--- src/gcg_pkg.sv ---
// gcg_pkg: shared constants, types and register codes for the geometric countdown generator.
// No dependencies.
package gcg_pkg;

	localparam int unsigned LOG_FRAC_BITS_DEF   = 26;
	localparam int unsigned SCALE_FRAC_BITS_DEF = 16;

	localparam int unsigned LCG_W   = 48;
	localparam int unsigned SCALE_W = 40;
	localparam int unsigned COUNT_W = 31;
	localparam int unsigned N_W     = 6;	// leading-zero count, 0..47, plus one fits

	// LCG multiplier 0x5DEECE66D split into a 32-bit low part and a 3-bit high part
	localparam logic [31:0] LCG_MUL_LO = 32'hDEECE66D;
	localparam logic [2:0]  LCG_MUL_HI = 3'h5;
	localparam logic [47:0] LCG_INC    = 48'hB;
	localparam logic [31:0] LN2_Q32    = 32'hB17217F8;
	localparam logic [30:0] COUNT_MAX  = 31'h7FFFFFFF;

	typedef enum logic [1:0] {
		REG_ENABLE = 2'd0,
		REG_SEED   = 2'd1,
		REG_SCALE  = 2'd2
	} gcg_reg_t;

	typedef enum logic [3:0] {
		ST_IDLE,
		ST_LCG_LO,
		ST_LCG_HI,
		ST_NORM,
		ST_LOG,
		ST_LN_LO,
		ST_LN_HI,
		ST_MUL,
		ST_FIN
	} gcg_state_t;

	// head of the job queue as seen by the back end
	typedef struct packed {
		logic valid;
		logic draw;	// 1: random countdown, 0: maximum countdown
	} gcg_job_t;

endpackage

--- src/gcg_front.sv ---
// gcg_front: accepts request items, classifies them and queues jobs for the back end.
// Depends on gcg_pkg.
module gcg_front (
	input  logic              clk,
	input  logic              arst_n,
	input  logic              in_valid,
	output logic              in_stall,
	input  logic              request,
	input  logic              enable,
	input  logic              pop,
	output gcg_pkg::gcg_job_t job
);

	logic       draw_mem [2];
	logic       wr_ptr_q;
	logic       rd_ptr_q;
	logic [1:0] cnt_q;
	logic       push;
	logic       do_pop;

	assign in_stall = (cnt_q == 2'd2);
	// items without a request are taken and dropped
	assign push     = in_valid && !in_stall && request;
	assign do_pop   = pop && (cnt_q != 2'd0);

	always_ff @(posedge clk) begin
		if (push) begin
			draw_mem[wr_ptr_q] <= enable;
		end
	end

	always_ff @(posedge clk or negedge arst_n) begin
		if (!arst_n) begin
			wr_ptr_q <= 1'b0;
			rd_ptr_q <= 1'b0;
			cnt_q    <= 2'd0;
		end else begin
			if (push) begin
				wr_ptr_q <= ~wr_ptr_q;
			end
			if (do_pop) begin
				rd_ptr_q <= ~rd_ptr_q;
			end
			cnt_q <= cnt_q + 2'(push) - 2'(do_pop);
		end
	end

	assign job.valid = (cnt_q != 2'd0);
	assign job.draw  = draw_mem[rd_ptr_q];

endmodule

--- config.mk ---
export PLATFORM = sky130hd
export DESIGN_NAME = gcg_front
export DESIGN_NICKNAME = d
export VERILOG_FILES = /design/src/gcg_pkg.sv /design/src/gcg_front.sv
export SDC_FILE = /design/constraint.sdc
export NUM_CORES = 1
export LEC_CHECK = 0
export BUFFER_PORTS_ARGS = -buffer_cell sky130_fd_sc_hd__clkbuf_2
export CAP_MARGIN = 30
export CORE_AREA = 2 2 39 41
export CTS_CLUSTER_SIZE = 30
export DETAILED_ROUTE_END_ITERATION = 8
export DIE_AREA = 0 0 41 43
export HOLD_SLACK_MARGIN = 0.12
export PLACE_DENSITY_LB_ADDON = 0.12
export SLEW_MARGIN = 15
export SYNTH_ARGS = -nofsm -noshare
export SYNTH_HDL_FRONTEND = slang
export SYNTH_SLANG_ARGS = --single-unit
export TNS_END_PERCENT = 10
--- constraint.sdc ---
create_clock -name clk -period 2.05 [get_ports clk]
set_clock_uncertainty 0.05 [all_clocks]
set_input_delay 0.205 -clock clk [delete_from_list [all_inputs] [get_ports clk]]
set_output_delay 0.205 -clock clk [all_outputs]
set_load 0.005 [all_outputs]
* Word-level counts from Yosys, hierarchy flattened
Memory sizes are Yosys's and may differ from the RTL's.
Index checks and enable logic that the tools add are counted.
** Word-level totals
- Register bits :: 4
- Latch bits :: 0
- RAM bits :: 2
- ROM bits :: 0
- Input bits :: 6
- Output and inout bits :: 3
- Logic and storage cells :: 16
- Memories :: 1
** Memory list
- draw_mem :: depth 2, bits a word 1, rd ports 1, clocked after Yosys merged registers in 0, wr ports 1, line gcg_front.sv:14 : logic draw_mem [2];
** Cells by class
- $add $sub $neg :: 2
- Multiply operators :: 0
- Divide/modulo/power cells :: 0
- Magnitude comparators :: 0
- Equal/unequal tests :: 1
- Shifts and indexed selects :: 0
- Multiplexer cells :: 2
- Bitwise operators :: 2
- Reduce and logical (&&, ||, !) cells :: 5
** Operator list (count)
- $logic_and A1 B1 Y1 :: 3
- $add A2 B1 Y2 :: 1
- $eq A2 B2 Y1 const B :: 1
- $mux W1 :: 2
- $not A1 Y1 :: 2
- $reduce_bool A2 Y1 :: 1
- $sub A2 B1 Y2 :: 1
- $logic_not A1 Y1 :: 1

* Longest topological paths before layout
- Depth in word-level cells :: 6
- Mapped depth :: 7
- Depth with buffers taken out :: 7

* Least setup slack after synthesis
OpenSTA, ideal clock, no wires.
- Path type :: flip-flop to flip-flop
- Start point :: register cnt_q[1]
- End point :: register cnt_q[1]
- Setup time :: 0.123 ns
- Arrival :: 1.497 ns
- Required time :: 1.877 ns
- Path slack :: 0.381 ns
- Cell stages (with the launch flop) :: 8
- Buffers on the path :: 0
- Cells stage by stage :: dfrtp_1 or2_4 and2_4 ha_1 inv_1 ha_1 xnor2_1 xnor2_1
** RTL lines
- from (decl) :: line gcg_front.sv:17 : logic [1:0] cnt_q;
- from (signal assigned) :: line gcg_front.sv:44 : cnt_q <= cnt_q + 2'(push) - 2'(do_pop);

* Final worst setup path
- Start point :: register cnt_q[1]
- End point :: register cnt_q[1]
** On the way
- Elaborated cells between the ends (all ways) :: 8
- Those cells by class :: add/sub (2); eq/ne (1); reduce/logical (5)
** RTL lines
- $reduce_bool A2 Y1 :: line gcg_front.sv:24 : assign do_pop = pop && (cnt_q != 2'd0);
- $logic_and A1 B1 Y1 :: line gcg_front.sv:24
- via do_pop :: line gcg_front.sv:19 : logic do_pop;
- $sub A2 B1 Y2 :: line gcg_front.sv:44
The timed path passes the listed nets, and every way through them passes these cells.
A chain may end at the register's enable or synchronous reset.

==> metrics.cfg <==
[outcome]
outcome = complete, no violations

[critical_path]
endpoint_kind = flip-flop
crit_type = reg -> reg
critPathBufInv = 1
critPathArrivalTime_ns = 1.79
required_ns = 2.12
crit_fanout = 3
cp_top_family = adder cells
critical_path.slowest_cell = dfrtp_1
path_cells = or2_4 > and2_4 > ha_1 > inv_1 > ha_1 > xnor2_1 > xnor2_1
critPathLaunchType = flip-flop
cpPeakStageDelay_ns = 0.39

[logic_synthesis]
avgSynthCellArea_um2 = 13.9
ys_types = 12
seq_area_frac_synth = 0.547
synth_top_area_share = 0.342
synthesis.nets = 29
synthFlopType = dfrtp_1
synth.cells.most_frequent = dfrtp_1 (4), xnor2_1 (3)
synthArstFlopShare = 0.667
synth_area_leaders = dfrtp_1 (34%), edfxtp_1 (21%), xnor2_1 (9.0%)
yosysTopAreaCell = dfrtp_1
syn-cell-area_um2 = 293
yosysMostFrequentCell = dfrtp_1
syn_inst = 21
synth_edf_count = 2
yosysWarnings = 0
synth_seq_cells = 6

[routing]
vias_per_cell = 3.61
post-route-drc-count = 0
drt_wl_total_um = 434
dr.pass1.iters = 1
wl_per_cell_um = 8.51
drt_iter0_markers = 0
antenna_left = 0
vias = 184

[placement]
routabilityCongestion = 0.678
portBuffers = 8
placed_area_um2 = 353
dp_cells = 45

[clock_tree]
clock-root-buffer = clkbuf_4
tritoncts = built
cts_repair_resize_count = 0
ctsHoldBuffers = 2
clk_latency_ns = 0.24
cts.htree.levels = 1
post_cts_buffers = 0
clock_path_buffers = 2
clkSinkCount = 6
clk_pin_slew_ns = 0.05
cts_made_buffers = 3

[power]
irDropWorstVdd_mv = 0.391
finalPower_mw = 0.529
p_per_area_mw_per_mm2 = 1330
p_leak_nw = 0.193

[floorplanning]
dieArea_mm2 = 0.00176
fp.dieW_um = 41
fp.dieH_um = 43
ios = 9
start_util = 0.212
core-area_mm2 = 0.00138
row_count = 14

[timing]
rsz0062_at_grt = no
hold_viol = 0
fin_tns_setup_ns = 0
relSlewSlack = 0.897
min_period_over_period = 0.835
fmax_mhz = 584
setup_viol = 0
tightest_slew_ns = 0.154
drv_slew = 0
fin_crit_ns = 1.71

[final_layout]
finalNetCount = 44
finalNonFillerCells = 51
area_growth_pct = 36.3
stdcell_area_um2 = 399
drive_gt1_frac = 0.457
antenna_cells = 0
final_util = 0.288

[grt]
antenna_found_initial = 0
grt.busiest_layer = met2
grt_pass1_wl_um = 752
use_met1 = 0.0787
grt_max_degree = 5
track_usage = 0.0667
first_global_vias = 201
grt_overflow = 0
use_met2 = 0.0844
met3_usage = 0.0314

[hold_path]
hold_path.class = in -> reg

[run]
cap_viol_max_count = 0

[flip-flops by register name, indices dropped and copies added, names as in the netlist]
| name | count |
|---|---|
| cnt_q | 2 |
| draw_mem | 2 |
| rd_ptr_q | 1 |
| wr_ptr_q | 1 |
[worst register-to-register path, cell delays in order (launching register included)]
cell and delay [ns]:
dfrtp_1 0.39, or2_4 0.26, and2_4 0.16, ha_1 0.27
inv_1 0.04, ha_1 0.18, xnor2_1 0.13, xnor2_1 0.12
[stage by stage]
step | setup slack (ns) | hold WS (ns)
global placement | 0.343 | -0.0277
detailed placement | 0.332 | -0.0269
global route | 0.261 | 0.224
finish | 0.339 | 0.205
floorplan | 0.381 | -0.141
CTS | 0.322 | 0.204
[routing by layer]
layer  wire (µm)  vias up  share of wire
li1            -       95              -
met1         191       87           0.44
met2         225        2           0.52
met3          17        0          0.039
met4           0        0              0
met5           0        -              0
[cell usage in the layout (no fill, tap or decap)]
cell type	instances
dfrtp_1	4
dlygate4sd3_1	2
xor2_1	1
edfxtp_1	2
clkbuf_2	8
nor2_1	2
inv_1	2
nand3b_4	1
and2_4	1
clkbuf_4	3
or2_4	1
mux2_2	1
ha_1	2
xnor2_1	3
clkbuf_1	1
nor2b_2	1
[worst paths after layout]
kind	from	endpoint	slack [ns]	cells after the start
worst max-delay path	cnt_q[1]$_DFF_PN0_	cnt_q[1]$_DFF_PN0_	0.34	7
worst min-delay path	request	wr_ptr_q$_DFFE_PN0N_	0.21	3
worst max register to register	cnt_q[1]$_DFF_PN0_	cnt_q[1]$_DFF_PN0_	0.34	7
worst min register to register	rd_ptr_q$_DFFE_PN0P_	rd_ptr_q$_DFFE_PN0P_	0.43	1
min in group asynchronous	arst_n	wr_ptr_q$_DFFE_PN0N_	0.25	2
max in group asynchronous	arst_n	cnt_q[0]$_DFF_PN0_	1.56	2
[cells by family (layout without fill, tap and decap cells)]
kind of cell | Yosys count | count (layout) | synth area share
flip-flops | 6 | 6 | 0.547
AND/OR/NAND/NOR | 6 | 6 | 0.184
XOR/XNOR | 4 | 4 | 0.120
adder cells (fa/ha/maj) | 2 | 2 | 0.0855
buffers and inverters | 2 | 16 | 0.0257
multiplexers | 1 | 1 | 0.0385
[where the power goes]
| part | internal (mW) | switching (mW) | total (mW) | leakage (nW) |
|---|---|---|---|---|
| logic | 0.125 | 0.0736 | 0.199 | 0.113 |
| registers | 0.175 | 0.0365 | 0.211 | 0.0650 |
| clock network | 0.0739 | 0.0450 | 0.119 | 0.0150 |
| total | 0.374 | 0.155 | 0.529 | 0.193 |
[final cells by class]
type / instances / area, µm²
sequential: 6 / 160
fill: 149 / 985
tap: 16 / 20.0
multi-input combinational: 13 / 125
inverter: 2 / 7.51
clock buffer: 4 / 26.3
timing repair buffer: 10 / 60.1
Note: power is estimated with default switching activity, not from simulation.
